===== src/rtl/core/sdc_pkg.sv =====
// Shared widths, calendar constants and pipeline control types of the serial date converter.
`timescale 1ns / 1ps
`default_nettype none

package sdc_pkg;

  // Fraction of a day: binary point after FRACTION_BITS bits
  localparam int unsigned FRACTION_BITS = 32;
  localparam int unsigned FRAC_IN_W     = 32;

  // Field widths
  localparam int unsigned DAY_W   = 22;
  localparam int unsigned YEAR_W  = 14;
  localparam int unsigned MONTH_W = 4;
  localparam int unsigned MDAY_W  = 5;
  localparam int unsigned WDAY_W  = 3;
  localparam int unsigned YDAY_W  = 9;
  localparam int unsigned HOUR_W  = 5;
  localparam int unsigned MIN_W   = 6;
  localparam int unsigned SEC_W   = 6;

  // Register stages from request to response
  localparam int unsigned NUM_STAGES = 9;

  // Largest fraction that still rounds down to zero seconds
  localparam longint unsigned FRAC_MASK    = (64'd1 << FRACTION_BITS) - 64'd1;
  localparam longint unsigned SUBSEC_LIMIT = FRAC_MASK / 64'd86400;

  // Days from 0000-03-01 to 1899-12-30, and the weekday of 1899-12-30
  localparam int unsigned EPOCH_SHIFT   = 693899;
  localparam int unsigned EPOCH_WEEKDAY = 6;

  // Shifted day count and its split into 400-year eras
  localparam int unsigned Z_W           = 23;
  localparam int unsigned DAYS_PER_ERA  = 146097;
  localparam int unsigned ERA_W         = 6;
  localparam int unsigned ERA_SHIFT     = Z_W + $clog2(DAYS_PER_ERA);
  localparam int unsigned ERA_MUL_W     = Z_W + 1;
  localparam longint unsigned ERA_MUL   =
    ((64'd1 << ERA_SHIFT) + 64'(DAYS_PER_ERA) - 64'd1) / 64'(DAYS_PER_ERA);

  // Weekday: quotient by seven through a reciprocal
  localparam int unsigned DAYS_PER_WEEK = 7;
  localparam int unsigned WQ_W          = 20;
  localparam int unsigned WEEK_SHIFT    = Z_W + $clog2(DAYS_PER_WEEK);
  localparam int unsigned WEEK_MUL_W    = Z_W + 1;
  localparam longint unsigned WEEK_MUL  =
    ((64'd1 << WEEK_SHIFT) + 64'(DAYS_PER_WEEK) - 64'd1) / 64'(DAYS_PER_WEEK);

  // Day of era and its leap corrections
  localparam int unsigned DOE_W          = 18;
  localparam int unsigned DAYS_PER_4Y    = 1460;
  localparam int unsigned DAYS_PER_100Y  = 36524;
  localparam int unsigned LAST_ERA_DAY   = 146096;
  localparam int unsigned Q4Y_W          = 7;
  localparam int unsigned Q100Y_W        = 3;
  localparam int unsigned D4Y_SHIFT      = DOE_W + $clog2(DAYS_PER_4Y);
  localparam int unsigned D4Y_MUL_W      = DOE_W + 1;
  localparam longint unsigned D4Y_MUL    =
    ((64'd1 << D4Y_SHIFT) + 64'(DAYS_PER_4Y) - 64'd1) / 64'(DAYS_PER_4Y);

  // Year of era
  localparam int unsigned DAYS_PER_YEAR  = 365;
  localparam int unsigned YOE_W          = 9;
  localparam int unsigned YEARS_PER_ERA  = 400;
  localparam int unsigned YEARS_PER_CENT = 100;
  localparam int unsigned YR_SHIFT       = DOE_W + $clog2(DAYS_PER_YEAR);
  localparam int unsigned YR_MUL_W       = DOE_W + 1;
  localparam longint unsigned YR_MUL     =
    ((64'd1 << YR_SHIFT) + 64'(DAYS_PER_YEAR) - 64'd1) / 64'(DAYS_PER_YEAR);

  // Day of year from March 1 and month from March
  localparam int unsigned DOY_W         = 9;
  localparam int unsigned MP_W          = 4;
  localparam int unsigned MP_ARG_W      = 11;
  localparam int unsigned DAYS_PER_5MON = 153;
  localparam int unsigned MP_SHIFT      = MP_ARG_W + $clog2(DAYS_PER_5MON);
  localparam int unsigned MP_MUL_W      = MP_ARG_W + 1;
  localparam longint unsigned MP_MUL    =
    ((64'd1 << MP_SHIFT) + 64'(DAYS_PER_5MON) - 64'd1) / 64'(DAYS_PER_5MON);
  localparam int unsigned MP_JANUARY    = 10;
  localparam int unsigned DAYS_MAR_DEC  = 306;
  localparam int unsigned DAYS_JAN_FEB  = 59;

  // Calendar year before era scaling, and the year offset base
  localparam int unsigned YBASE_W    = YEAR_W;
  localparam int unsigned YEAR_ORIGIN = 1900;

  // Per-stage load enables handed from the flow control to the datapaths
  typedef struct packed {
    logic [NUM_STAGES-1:0] load;
  } stage_ctrl_t;

endpackage

`default_nettype wire


===== src/rtl/core/sdc_in_if.sv =====
// Request channel of the serial date converter: day count and day fraction.
`timescale 1ns / 1ps
`default_nettype none

interface sdc_in_if;
  import sdc_pkg::*;

  logic                 valid;
  logic                 ready;
  logic [DAY_W-1:0]     day_count;
  logic [FRAC_IN_W-1:0] day_fraction;

  modport source (output valid, output day_count, output day_fraction, input ready);
  modport sink   (input valid, input day_count, input day_fraction, output ready);

endinterface

`default_nettype wire


===== src/rtl/core/sdc_out_if.sv =====
// Response channel of the serial date converter: calendar and clock fields.
`timescale 1ns / 1ps
`default_nettype none

interface sdc_out_if;
  import sdc_pkg::*;

  logic                     valid;
  logic                     ready;
  logic signed [YEAR_W-1:0] year_offset;
  logic [MONTH_W-1:0]       month_index;
  logic [MDAY_W-1:0]        day_of_month;
  logic [WDAY_W-1:0]        week_day;
  logic [YDAY_W-1:0]        year_day;
  logic [HOUR_W-1:0]        hour_value;
  logic [MIN_W-1:0]         minute_value;
  logic [SEC_W-1:0]         second_value;

  modport source (
    output valid, output year_offset, output month_index, output day_of_month,
    output week_day, output year_day, output hour_value, output minute_value,
    output second_value, input ready
  );
  modport sink (
    input valid, input year_offset, input month_index, input day_of_month,
    input week_day, input year_day, input hour_value, input minute_value,
    input second_value, output ready
  );

endinterface

`default_nettype wire


===== src/rtl/core/sdc_date_path.sv =====
// Calendar datapath: day count to year, month, day, weekday and day of year.
`timescale 1ns / 1ps
`default_nettype none

module sdc_date_path (
  input  logic                         clk_i,
  input  sdc_pkg::stage_ctrl_t         ctrl_i,
  input  logic [sdc_pkg::DAY_W-1:0]    day_count_i,
  output logic [sdc_pkg::YEAR_W-1:0]   year_offset_o,
  output logic [sdc_pkg::MONTH_W-1:0]  month_index_o,
  output logic [sdc_pkg::MDAY_W-1:0]   day_of_month_o,
  output logic [sdc_pkg::WDAY_W-1:0]   week_day_o,
  output logic [sdc_pkg::YDAY_W-1:0]   year_day_o
);
  import sdc_pkg::*;

  // First day of each month counted from March 1
  function automatic logic [DOY_W-1:0] month_start(input logic [MP_W-1:0] mp);
    logic [DOY_W-1:0] r;
    case (mp)
      4'd0:    r = DOY_W'(0);
      4'd1:    r = DOY_W'(31);
      4'd2:    r = DOY_W'(61);
      4'd3:    r = DOY_W'(92);
      4'd4:    r = DOY_W'(122);
      4'd5:    r = DOY_W'(153);
      4'd6:    r = DOY_W'(184);
      4'd7:    r = DOY_W'(214);
      4'd8:    r = DOY_W'(245);
      4'd9:    r = DOY_W'(275);
      4'd10:   r = DOY_W'(306);
      4'd11:   r = DOY_W'(337);
      default: r = DOY_W'(0);
    endcase
    return r;
  endfunction

  // Stage 1
  logic [Z_W-1:0] z1_d, z1_q, w1_d, w1_q;
  // Stage 2
  logic [Z_W+ERA_MUL_W-1:0]  era_prod;
  logic [Z_W+WEEK_MUL_W-1:0] week_prod;
  logic [ERA_W-1:0]          era2_d, era2_q;
  logic [WQ_W-1:0]           wq2_d, wq2_q;
  logic [Z_W-1:0]            z2_q, w2_q;
  // Stage 3
  logic [Z_W-1:0]    era_days, week_days, week_rem;
  logic [DOE_W-1:0]  doe3_d, doe3_q;
  logic [WDAY_W-1:0] wday3_d, wday3_q;
  logic [ERA_W-1:0]  era3_q;
  // Stage 4
  logic [DOE_W+D4Y_MUL_W-1:0] d4y_prod;
  logic [Q4Y_W-1:0]           q4y4_d, q4y4_q;
  logic [Q100Y_W-1:0]         q100y4_d, q100y4_q;
  logic                       qera4_d, qera4_q;
  logic [DOE_W-1:0]           doe4_q;
  logic [ERA_W-1:0]           era4_q;
  logic [WDAY_W-1:0]          wday4_q;
  // Stage 5
  logic [DOE_W-1:0]  n5_d, n5_q, doe5_q;
  logic [ERA_W-1:0]  era5_q;
  logic [WDAY_W-1:0] wday5_q;
  // Stage 6
  logic [DOE_W+YR_MUL_W-1:0] yr_prod;
  logic [YOE_W-1:0]          yoe6_d, yoe6_q;
  logic [DOE_W-1:0]          doe6_q;
  logic [ERA_W-1:0]          era6_q;
  logic [WDAY_W-1:0]         wday6_q;
  // Stage 7
  logic [DOE_W-1:0]   yoe_days;
  logic [1:0]         cent7;
  logic [DOY_W-1:0]   doy7_d, doy7_q;
  logic [YBASE_W-1:0] ybase7_d, ybase7_q;
  logic               leap7_d, leap7_q;
  logic [WDAY_W-1:0]  wday7_q;
  // Stage 8
  logic [MP_ARG_W-1:0]          mp_arg;
  logic [MP_ARG_W+MP_MUL_W-1:0] mp_prod;
  logic [MP_W-1:0]              mp8_d, mp8_q;
  logic [DOY_W-1:0]             doy8_q;
  logic [YBASE_W-1:0]           ybase8_q;
  logic                         leap8_q;
  logic [WDAY_W-1:0]            wday8_q;
  // Stage 9
  logic                  late9;
  logic [YEAR_W-1:0]     year9_d, year9_q;
  logic [MONTH_W-1:0]    month9_d, month9_q;
  logic [MDAY_W-1:0]     mday9_d, mday9_q;
  logic [YDAY_W-1:0]     yday9_d, yday9_q;
  logic [WDAY_W-1:0]     wday9_q;

  // Shift the count to a March-based epoch and bias the weekday
  always_comb begin
    z1_d = Z_W'(day_count_i) + Z_W'(EPOCH_SHIFT);
    w1_d = Z_W'(day_count_i) + Z_W'(EPOCH_WEEKDAY);
  end

  // Era and week quotients by reciprocal multiplication
  always_comb begin
    era_prod  = {{ERA_MUL_W{1'b0}}, z1_q} * {{Z_W{1'b0}}, ERA_MUL[ERA_MUL_W-1:0]};
    week_prod = {{WEEK_MUL_W{1'b0}}, w1_q} * {{Z_W{1'b0}}, WEEK_MUL[WEEK_MUL_W-1:0]};
    era2_d    = era_prod[ERA_SHIFT +: ERA_W];
    wq2_d     = week_prod[WEEK_SHIFT +: WQ_W];
  end

  // Remainders: day of era and weekday
  always_comb begin
    era_days  = Z_W'(era2_q) * Z_W'(DAYS_PER_ERA);
    week_days = Z_W'(wq2_q) * Z_W'(DAYS_PER_WEEK);
    week_rem  = w2_q - week_days;
    doe3_d    = DOE_W'(z2_q - era_days);
    wday3_d   = week_rem[WDAY_W-1:0];
  end

  // Leap corrections within the era
  always_comb begin
    d4y_prod = {{D4Y_MUL_W{1'b0}}, doe3_q} * {{DOE_W{1'b0}}, D4Y_MUL[D4Y_MUL_W-1:0]};
    q4y4_d   = d4y_prod[D4Y_SHIFT +: Q4Y_W];
    q100y4_d = Q100Y_W'(doe3_q >= DOE_W'(DAYS_PER_100Y))
             + Q100Y_W'(doe3_q >= DOE_W'(2 * DAYS_PER_100Y))
             + Q100Y_W'(doe3_q >= DOE_W'(3 * DAYS_PER_100Y))
             + Q100Y_W'(doe3_q >= DOE_W'(LAST_ERA_DAY));
    qera4_d  = (doe3_q == DOE_W'(LAST_ERA_DAY));
  end

  // Day count as if every year had 365 days
  always_comb begin
    n5_d = DOE_W'(doe4_q - DOE_W'(q4y4_q) + DOE_W'(q100y4_q) - DOE_W'(qera4_q));
  end

  // Year of era
  always_comb begin
    yr_prod = {{YR_MUL_W{1'b0}}, n5_q} * {{DOE_W{1'b0}}, YR_MUL[YR_MUL_W-1:0]};
    yoe6_d  = yr_prod[YR_SHIFT +: YOE_W];
  end

  // Day of year from March 1, year base and leap flag of the March-based year
  always_comb begin
    cent7    = 2'(yoe6_q >= YOE_W'(YEARS_PER_CENT))
             + 2'(yoe6_q >= YOE_W'(2 * YEARS_PER_CENT))
             + 2'(yoe6_q >= YOE_W'(3 * YEARS_PER_CENT));
    yoe_days = DOE_W'(yoe6_q) * DOE_W'(DAYS_PER_YEAR)
             + DOE_W'(yoe6_q >> 2) - DOE_W'(cent7);
    doy7_d   = DOY_W'(doe6_q - yoe_days);
    ybase7_d = YBASE_W'(yoe6_q) + YBASE_W'(era6_q) * YBASE_W'(YEARS_PER_ERA);
    leap7_d  = (yoe6_q[1:0] == 2'b00) && (yoe6_q != YOE_W'(YEARS_PER_CENT))
            && (yoe6_q != YOE_W'(2 * YEARS_PER_CENT))
            && (yoe6_q != YOE_W'(3 * YEARS_PER_CENT));
  end

  // Month counted from March
  always_comb begin
    mp_arg  = MP_ARG_W'(doy7_q) * MP_ARG_W'(5) + MP_ARG_W'(2);
    mp_prod = {{MP_MUL_W{1'b0}}, mp_arg} * {{MP_ARG_W{1'b0}}, MP_MUL[MP_MUL_W-1:0]};
    mp8_d   = mp_prod[MP_SHIFT +: MP_W];
  end

  // Final calendar fields; January and February belong to the next year
  always_comb begin
    late9    = (mp8_q >= MP_W'(MP_JANUARY));
    month9_d = late9 ? MONTH_W'(mp8_q - MP_W'(MP_JANUARY)) : MONTH_W'(mp8_q + MP_W'(2));
    mday9_d  = MDAY_W'(DOY_W'(doy8_q - month_start(mp8_q)) + DOY_W'(1));
    yday9_d  = late9 ? YDAY_W'(doy8_q - DOY_W'(DAYS_MAR_DEC))
                     : YDAY_W'(doy8_q + DOY_W'(DAYS_JAN_FEB) + DOY_W'(leap8_q));
    year9_d  = YEAR_W'(ybase8_q + YBASE_W'(late9) - YBASE_W'(YEAR_ORIGIN));
  end

  // Advance each stage when its load enable is set
  always_ff @(posedge clk_i) begin
    if (ctrl_i.load[0]) begin
      z1_q <= z1_d;
      w1_q <= w1_d;
    end
    if (ctrl_i.load[1]) begin
      era2_q <= era2_d;
      wq2_q  <= wq2_d;
      z2_q   <= z1_q;
      w2_q   <= w1_q;
    end
    if (ctrl_i.load[2]) begin
      doe3_q  <= doe3_d;
      wday3_q <= wday3_d;
      era3_q  <= era2_q;
    end
    if (ctrl_i.load[3]) begin
      q4y4_q   <= q4y4_d;
      q100y4_q <= q100y4_d;
      qera4_q  <= qera4_d;
      doe4_q   <= doe3_q;
      era4_q   <= era3_q;
      wday4_q  <= wday3_q;
    end
    if (ctrl_i.load[4]) begin
      n5_q    <= n5_d;
      doe5_q  <= doe4_q;
      era5_q  <= era4_q;
      wday5_q <= wday4_q;
    end
    if (ctrl_i.load[5]) begin
      yoe6_q  <= yoe6_d;
      doe6_q  <= doe5_q;
      era6_q  <= era5_q;
      wday6_q <= wday5_q;
    end
    if (ctrl_i.load[6]) begin
      doy7_q   <= doy7_d;
      ybase7_q <= ybase7_d;
      leap7_q  <= leap7_d;
      wday7_q  <= wday6_q;
    end
    if (ctrl_i.load[7]) begin
      mp8_q    <= mp8_d;
      doy8_q   <= doy7_q;
      ybase8_q <= ybase7_q;
      leap8_q  <= leap7_q;
      wday8_q  <= wday7_q;
    end
    if (ctrl_i.load[8]) begin
      year9_q  <= year9_d;
      month9_q <= month9_d;
      mday9_q  <= mday9_d;
      yday9_q  <= yday9_d;
      wday9_q  <= wday8_q;
    end
  end

  assign year_offset_o  = year9_q;
  assign month_index_o  = month9_q;
  assign day_of_month_o = mday9_q;
  assign week_day_o     = wday9_q;
  assign year_day_o     = yday9_q;

endmodule

`default_nettype wire


===== src/rtl/core/sdc_time_path.sv =====
// Clock datapath: day fraction to hour, minute and second, plus the sub-second flag.
`timescale 1ns / 1ps
`default_nettype none

module sdc_time_path (
  input  logic                          clk_i,
  input  sdc_pkg::stage_ctrl_t          ctrl_i,
  input  logic [sdc_pkg::DAY_W-1:0]     day_count_i,
  input  logic [sdc_pkg::FRAC_IN_W-1:0] day_fraction_i,
  output logic                          empty_o,
  output logic [sdc_pkg::HOUR_W-1:0]    hour_value_o,
  output logic [sdc_pkg::MIN_W-1:0]     minute_value_o,
  output logic [sdc_pkg::SEC_W-1:0]     second_value_o
);
  import sdc_pkg::*;

  typedef struct packed {
    logic              empty;
    logic [HOUR_W-1:0] hour;
    logic [MIN_W-1:0]  minute;
    logic [SEC_W-1:0]  second;
  } clock_fields_t;

  logic [FRACTION_BITS+FRAC_IN_W-1:0] frac_wide;
  logic [FRACTION_BITS-1:0]           frac0;
  logic [FRACTION_BITS+HOUR_W-1:0]    hour_ext, hour_prod;
  logic [FRACTION_BITS+MIN_W-1:0]     min_ext, min_prod;
  logic [FRACTION_BITS+SEC_W-1:0]     sec_ext, sec_prod;

  logic                     empty1_d, empty1_q, empty2_q;
  logic [HOUR_W-1:0]        hour1_q, hour2_q;
  logic [FRACTION_BITS-1:0] frac1_q, frac2_q;
  logic [MIN_W-1:0]         min2_q;
  clock_fields_t            fields3_d;
  clock_fields_t            fields_q [3:NUM_STAGES];

  // Keep the fraction bits below the binary point
  always_comb begin
    frac_wide = {{FRACTION_BITS{1'b0}}, day_fraction_i};
    frac0     = frac_wide[FRACTION_BITS-1:0];
    empty1_d  = (day_count_i == '0) && (frac0 <= SUBSEC_LIMIT[FRACTION_BITS-1:0]);
  end

  // Scale by 24, 60 and 60; the integer part is the field, the rest carries on
  always_comb begin
    hour_ext  = {{HOUR_W{1'b0}}, frac0};
    hour_prod = (hour_ext << 4) + (hour_ext << 3);
    min_ext   = {{MIN_W{1'b0}}, frac1_q};
    min_prod  = (min_ext << 6) - (min_ext << 2);
    sec_ext   = {{SEC_W{1'b0}}, frac2_q};
    sec_prod  = (sec_ext << 6) - (sec_ext << 2);
    fields3_d = '{empty: empty2_q, hour: hour2_q, minute: min2_q,
                  second: sec_prod[FRACTION_BITS +: SEC_W]};
  end

  // Advance the steps, then delay the fields to line up with the calendar
  always_ff @(posedge clk_i) begin
    if (ctrl_i.load[0]) begin
      empty1_q <= empty1_d;
      hour1_q  <= hour_prod[FRACTION_BITS +: HOUR_W];
      frac1_q  <= hour_prod[FRACTION_BITS-1:0];
    end
    if (ctrl_i.load[1]) begin
      empty2_q <= empty1_q;
      hour2_q  <= hour1_q;
      min2_q   <= min_prod[FRACTION_BITS +: MIN_W];
      frac2_q  <= min_prod[FRACTION_BITS-1:0];
    end
    if (ctrl_i.load[2]) begin
      fields_q[3] <= fields3_d;
    end
    for (int k = 4; k <= NUM_STAGES; k++) begin
      if (ctrl_i.load[k-1]) begin
        fields_q[k] <= fields_q[k-1];
      end
    end
  end

  assign empty_o        = fields_q[NUM_STAGES].empty;
  assign hour_value_o   = fields_q[NUM_STAGES].hour;
  assign minute_value_o = fields_q[NUM_STAGES].minute;
  assign second_value_o = fields_q[NUM_STAGES].second;

endmodule

`default_nettype wire


===== src/rtl/core/serial_date_to_calendar_unit.sv =====
// Top level of the serial date converter: flow control and output selection.
//
// Usage: each request on req_i carries day_count (whole days since 1899-12-30)
// and day_fraction (fraction of a day scaled by 2^32). Each request gives one
// response on rsp_o with the proleptic Gregorian year minus 1900, month 0-11,
// day of month, weekday (Sunday 0), day of year, and hour, minute and second
// truncated from the fraction. A value below one second on day zero gives an
// all-zero response.
// Pipeline: a request passes through nine register stages before its response
// is valid on rsp_o; the calendar math is cut so that each stage is about one
// short multiply or add deep.
// Throughput: one request per cycle, sustained, as long as rsp_o is taken.
// Stall: when rsp_o is not ready, the last stage holds and earlier stages keep
// filling until each holds a request; nothing is dropped or repeated. Empty
// stages are collapsed, so req_i stays ready while any stage is free.
// Reset: rst_ni clears all stage valid bits; the block takes a request in the
// first cycle after reset is released.
`timescale 1ns / 1ps
`default_nettype none

module serial_date_to_calendar_unit (
  input  logic       clk_i,
  input  logic       rst_ni,
  sdc_in_if.sink     req_i,
  sdc_out_if.source  rsp_o
);
  import sdc_pkg::*;

  logic [NUM_STAGES-1:0] v_d, v_q;
  stage_ctrl_t           ctrl;

  logic [YEAR_W-1:0]  year_offset;
  logic [MONTH_W-1:0] month_index;
  logic [MDAY_W-1:0]  day_of_month;
  logic [WDAY_W-1:0]  week_day;
  logic [YDAY_W-1:0]  year_day;
  logic               empty;
  logic [HOUR_W-1:0]  hour_value;
  logic [MIN_W-1:0]   minute_value;
  logic [SEC_W-1:0]   second_value;

  // Load a stage when it is empty or its content moves on
  always_comb begin
    ctrl.load[NUM_STAGES-1] = !v_q[NUM_STAGES-1] || rsp_o.ready;
    for (int k = NUM_STAGES - 2; k >= 0; k--) begin
      ctrl.load[k] = !v_q[k] || ctrl.load[k+1];
    end
    v_d[0] = ctrl.load[0] ? req_i.valid : v_q[0];
    for (int k = 1; k < NUM_STAGES; k++) begin
      v_d[k] = ctrl.load[k] ? v_q[k-1] : v_q[k];
    end
  end

  // Hold the valid bits of all stages
  always_ff @(posedge clk_i or negedge rst_ni) begin
    if (!rst_ni) begin
      v_q <= '0;
    end else begin
      v_q <= v_d;
    end
  end

  sdc_date_path u_date (
    .clk_i          (clk_i),
    .ctrl_i         (ctrl),
    .day_count_i    (req_i.day_count),
    .year_offset_o  (year_offset),
    .month_index_o  (month_index),
    .day_of_month_o (day_of_month),
    .week_day_o     (week_day),
    .year_day_o     (year_day)
  );

  sdc_time_path u_time (
    .clk_i          (clk_i),
    .ctrl_i         (ctrl),
    .day_count_i    (req_i.day_count),
    .day_fraction_i (req_i.day_fraction),
    .empty_o        (empty),
    .hour_value_o   (hour_value),
    .minute_value_o (minute_value),
    .second_value_o (second_value)
  );

  assign req_i.ready = ctrl.load[0];

  // Drive the response; the sub-second value reads as all zero
  assign rsp_o.valid        = v_q[NUM_STAGES-1];
  assign rsp_o.year_offset  = empty ? '0 : $signed(year_offset);
  assign rsp_o.month_index  = empty ? '0 : month_index;
  assign rsp_o.day_of_month = empty ? '0 : day_of_month;
  assign rsp_o.week_day     = empty ? '0 : week_day;
  assign rsp_o.year_day     = empty ? '0 : year_day;
  assign rsp_o.hour_value   = empty ? '0 : hour_value;
  assign rsp_o.minute_value = empty ? '0 : minute_value;
  assign rsp_o.second_value = empty ? '0 : second_value;

endmodule

`default_nettype wire

===== src/flat_wrapper.sv =====
// flat-port wrapper written by rule: the top's interface ports become plain ports
module serial_date_to_calendar_unit_flat import sdc_pkg::*;
  (clk_i, rst_ni, req_i_valid, req_i_day_count, req_i_day_fraction, req_i_ready, rsp_o_valid, rsp_o_year_offset, rsp_o_month_index, rsp_o_day_of_month, rsp_o_week_day, rsp_o_year_day, rsp_o_hour_value, rsp_o_minute_value, rsp_o_second_value, rsp_o_ready);
  sdc_in_if req_i_i ();
  sdc_out_if rsp_o_i ();
  input  logic clk_i;
  input  logic rst_ni;
  input wire logic [$bits(req_i_i.valid)-1:0] req_i_valid;
  input wire logic [$bits(req_i_i.day_count)-1:0] req_i_day_count;
  input wire logic [$bits(req_i_i.day_fraction)-1:0] req_i_day_fraction;
  output wire logic [$bits(req_i_i.ready)-1:0] req_i_ready;
  output wire logic [$bits(rsp_o_i.valid)-1:0] rsp_o_valid;
  output wire logic [$bits(rsp_o_i.year_offset)-1:0] rsp_o_year_offset;
  output wire logic [$bits(rsp_o_i.month_index)-1:0] rsp_o_month_index;
  output wire logic [$bits(rsp_o_i.day_of_month)-1:0] rsp_o_day_of_month;
  output wire logic [$bits(rsp_o_i.week_day)-1:0] rsp_o_week_day;
  output wire logic [$bits(rsp_o_i.year_day)-1:0] rsp_o_year_day;
  output wire logic [$bits(rsp_o_i.hour_value)-1:0] rsp_o_hour_value;
  output wire logic [$bits(rsp_o_i.minute_value)-1:0] rsp_o_minute_value;
  output wire logic [$bits(rsp_o_i.second_value)-1:0] rsp_o_second_value;
  input wire logic [$bits(rsp_o_i.ready)-1:0] rsp_o_ready;
  assign req_i_i.valid = req_i_valid;
  assign req_i_i.day_count = req_i_day_count;
  assign req_i_i.day_fraction = req_i_day_fraction;
  assign req_i_ready = req_i_i.ready;
  assign rsp_o_valid = rsp_o_i.valid;
  assign rsp_o_year_offset = rsp_o_i.year_offset;
  assign rsp_o_month_index = rsp_o_i.month_index;
  assign rsp_o_day_of_month = rsp_o_i.day_of_month;
  assign rsp_o_week_day = rsp_o_i.week_day;
  assign rsp_o_year_day = rsp_o_i.year_day;
  assign rsp_o_hour_value = rsp_o_i.hour_value;
  assign rsp_o_minute_value = rsp_o_i.minute_value;
  assign rsp_o_second_value = rsp_o_i.second_value;
  assign rsp_o_i.ready = rsp_o_ready;
  serial_date_to_calendar_unit u_core (.clk_i(clk_i), .rst_ni(rst_ni), .req_i(req_i_i), .rsp_o(rsp_o_i));
endmodule

===== config.mk =====
export PLATFORM = sky130hd
export DESIGN_NAME = serial_date_to_calendar_unit_flat
export DESIGN_NICKNAME = d
export VERILOG_FILES = /design/src/rtl/core/sdc_pkg.sv /design/src/rtl/core/sdc_in_if.sv /design/src/rtl/core/sdc_out_if.sv /design/src/rtl/core/sdc_date_path.sv /design/src/rtl/core/sdc_time_path.sv /design/src/rtl/core/serial_date_to_calendar_unit.sv /design/src/flat_wrapper.sv
export SDC_FILE = /design/constraint.sdc
export NUM_CORES = 2
export LEC_CHECK = 0
export BUFFER_PORTS_ARGS = -buffer_cell sky130_fd_sc_hd__buf_2
export CAP_MARGIN = 20
export CORE_UTILIZATION = 45
export CTS_BUF_LIST = sky130_fd_sc_hd__clkbuf_4
export DETAILED_ROUTE_END_ITERATION = 8
export PLACE_DENSITY = 0.59
export SKIP_CTS_REPAIR_TIMING = 1
export SLEW_MARGIN = 20
export SYNTH_ARGS = -nofsm -noshare
export SYNTH_HDL_FRONTEND = slang
export SYNTH_SLANG_ARGS = --single-unit

===== constraint.sdc =====
create_clock -name clk_i -period 19.9 [get_ports clk_i]
set_input_delay 0.995 -clock clk_i [delete_from_list [all_inputs] [get_ports clk_i]]
set_output_delay 0.995 -clock clk_i [all_outputs]
set_load 0.01 [all_outputs]

==> run summary <==
Via count = 31.76k
Area growth syn-to-layout = 8.110%
Fill cell count = 10.67k
Ys async rst share = 1.761%
Max stage delay on crit path = 0.55 ns
FMAX = 125.2 MHz
Mapped cell area = 52,670 sq um
Cell area after placement = 55,170 sq um
Hold Slack = 0.2004 ns
Crit Path Max Fanout = 6
TritonCTS Buffers = 142
CP Launch Type = flop
Hold Path Stages = 2
# IOs = 112
Worst hold endpoint = u_core.v_q[0]
Slew margin rel. = 35.36%
ANT nets after route = 0
Most frequent cells in the layout = inv_1, ha_1, fa_1, edfxtp_1, clkbuf_4
Fin nets = 6,488
Vias in the first global route = 33.89k
Tot GR Track Use = 18.95%
R2r startpoint = u_core.u_date.doy7_q[1]
Row count = 125
Largest net degree at the start of global routing = 71
Synth Area in XOR/XNOR = 4.157%
Outcome = completed
Simple-gate share of the synthesized area = 5.084%
Critical path class = flop to flop
Mean Syn Cell Area = 11.56 sq um
Yosys reg bits = 511
H-tree Lvls = 4
Mux contribution to synthesized area = 0.1140%
FF-to-FF path depth = 32
Synth Instances = 4,558
First-pass GRT wire length = 175,500 microns
CP arrival = 8.91 ns
Register area share after synthesis = 28.95%
Clk_lat worst skew = 1.01 ns
Avg Vias per Cell = 4.937
Worst EP required = 20.82 ns
Top FF cell, synth = edfxtp_1
Most common cell after layout, fill and taps aside = inv_1
Number of synthesized flops with an enable pin = 497
Vert. Die Dim = 344.1 microns
Gr ovfl total = 0
Bufs on Longest Clock Path = 3
Slew @ Worst Pin = 0.9696 ns
DRT iter0 DRCs = 1,227
Routed len/inst = 16.59 microns
Yosys warns = 0
Critical path's slowest cell = fa_1
Compound-gate portion of the synthesized area = 6.611%
Most frequent cell on the critical path = ha_1
PortBufs = 111
Initial antenna violation count = 4
Gp weighted congestion = 0.8766
Die width = 344.1 microns
Tmin final = 7.990 ns
CP Launch Point = u_core.u_date.doy7_q[1]
CTS tree = yes
RSZ-0062 raised after global routing = no
Setup_tns = 0 ns
Initial Util = 45.39%
Routed WL = 106,700 microns
Final setup fails = 0
Die ar. = 118,400 sq um
Sink Count = 511
Final instance area = 56,940 sq um
Hold path startpoint = req_i_valid
# DRC = 0
Final period utilization = 40.15%
Slew Limit Fails = 0
DP HPWL = 88,430 microns
Max-Cap Viols = 0
Layout cell share with drive strength beyond 1 = 7.506%
Total core area = 116,000 sq um
Endpoint class of the critical path = flop
Synth Area in Adders = 47.07%
Clock skew = 0.09677 ns
Final hold violation count = 0
Worst min path class = primary input to flop
DR pass1 iterations = 6
Syn Nets = 6,243
CTS root buf = clkbuf_4
Synth cell types = 82
Clock-pin slew on the worst setup and hold paths = 0.07 ns
Largest family of logic cells by synthesized area = adder cells
Reg-to-reg setup timing slack = 11.91 ns
cells in the mapped netlist (5+ instances only):
library cell	instances	share of area, %
nor3_1	38	0.36
a21oi_1	155	1.5
a31oi_1	13	0.15
o31ai_1	9	0.13
o21a_1	26	0.37
o211ai_1	12	0.17
nor2_1	110	0.78
or2_2	6	0.071
a311oi_1	5	0.083
nand3_1	55	0.52
inv_1	1101	7.8
dfxtp_1	5	0.19
dfrtp_1	9	0.43
a31o_2	5	0.083
and3_1	23	0.27
o21ai_0	77	0.73
or3_1	14	0.17
edfxtp_1	497	28
a41oi_1	7	0.12
nand4_1	27	0.32
ha_1	1036	25
mux2i_1	6	0.11
a221oi_1	7	0.12
fa_1	591	22
a21o_1	83	1.2
nand2b_1	28	0.33
nor2b_1	71	0.84
nand2_1	105	0.75
a21boi_0	13	0.19
xnor2_1	180	3.0
a211oi_1	16	0.23
xor2_1	70	1.2
o2111ai_1	7	0.12
o21bai_1	23	0.33
a211o_1	8	0.13
clkbuf_1	21	0.15
nor4_1	16	0.19
a2111oi_0	5	0.083
layout make-up:
cell class,instances,area [sq um],area share [%]
Multi-Input combinational cell,2924,33240,58.38
Sequential cell,511,15250,26.78
Inverter,1101,4133,7.258
Tap cell,1524,1907,3.349
Clock buffer,183,1374,2.413
Timing Repair Buffer,123,648.1,1.138
Clock inverter,61,371.6,0.6526
Antenna cell,7,17.52,0.03076
worst max-delay path: cells and delay by family, from the launching register on:
| family | cells | cell delay, ns |
|---|---|---|
| xor+xnor | 2 | 0.44 |
| buf+inv | 4 | 0.33 |
| mux | 1 | 0.06 |
| simple gates | 2 | 0.17 |
| compound gates | 14 | 2.88 |
| flops | 1 | 0.49 |
| fa+ha+maj | 9 | 3.50 |
through the flow:
step           util, %  std cells  setup slack (ns)
2_1_floorplan        -       4558             10.96
3_3_place_gp     47.54       6182             12.12
3_5_place_dp     47.54       6182             11.93
4_1_cts          49.04       6426             11.89
5_1_grt          49.06       6430             11.31
6_report         49.07       6434             11.91
how the worst max path moves through the flow:
stage               cells past startpoint                    end
floorplan                               7  u_core.u_date.w1_q[0]
global placement                       29                   flop
detailed placement                     29                   flop
CTS                                    32                   flop
global route                           32                   flop
finish                                 32                   flop
sequential cells by signal (all words and copies together) (netlist names), 7 cells and up, named ones only:
register,count
u_core.u_time.frac2_q,27
u_core.u_date.n5_q,18
u_core.u_date.doy8_q,9
u_core.u_date.yoe6_q,9
u_core.u_date.w1_q,23
u_core.u_date.q4y4_q,7
u_core.u_date.doy7_q,9
u_core.u_date.year_day_o,9
u_core.u_date.year_offset_o,14
u_core.v_q,9
u_core.u_date.doe6_q,9
u_core.u_date.doe3_q,18
u_core.u_date.doe5_q,9
u_core.u_time.fields_q,126
u_core.u_time.frac1_q,29
u_core.u_date.z2_q,18
u_core.u_date.doe4_q,18
u_core.u_date.ybase8_q,14
u_core.u_date.z1_q,23
u_core.u_date.ybase7_q,14
layer usage:
metal  vias up  part of all wire (%)  GRT usage (%)
met3       163                   3.9          3.450
met1     15440                    46          25.25
met5         -                     0              0
met4         0                   2.5          5.586
li1      15670                     -              -
met2       492                    47          31.47
cells by family after synthesis:
logic type,after synthesis
and+or+nand+nor,521
adders and majority gates,1627
DFF,511
xor gates and xnor gates,250
muxes,6
AOI/OAI and AO/OA,520
buffers and inverters,1123
Power is not shown: default switching activity piles up to over one toggle a cycle in this logic, so the estimate is an artifact.
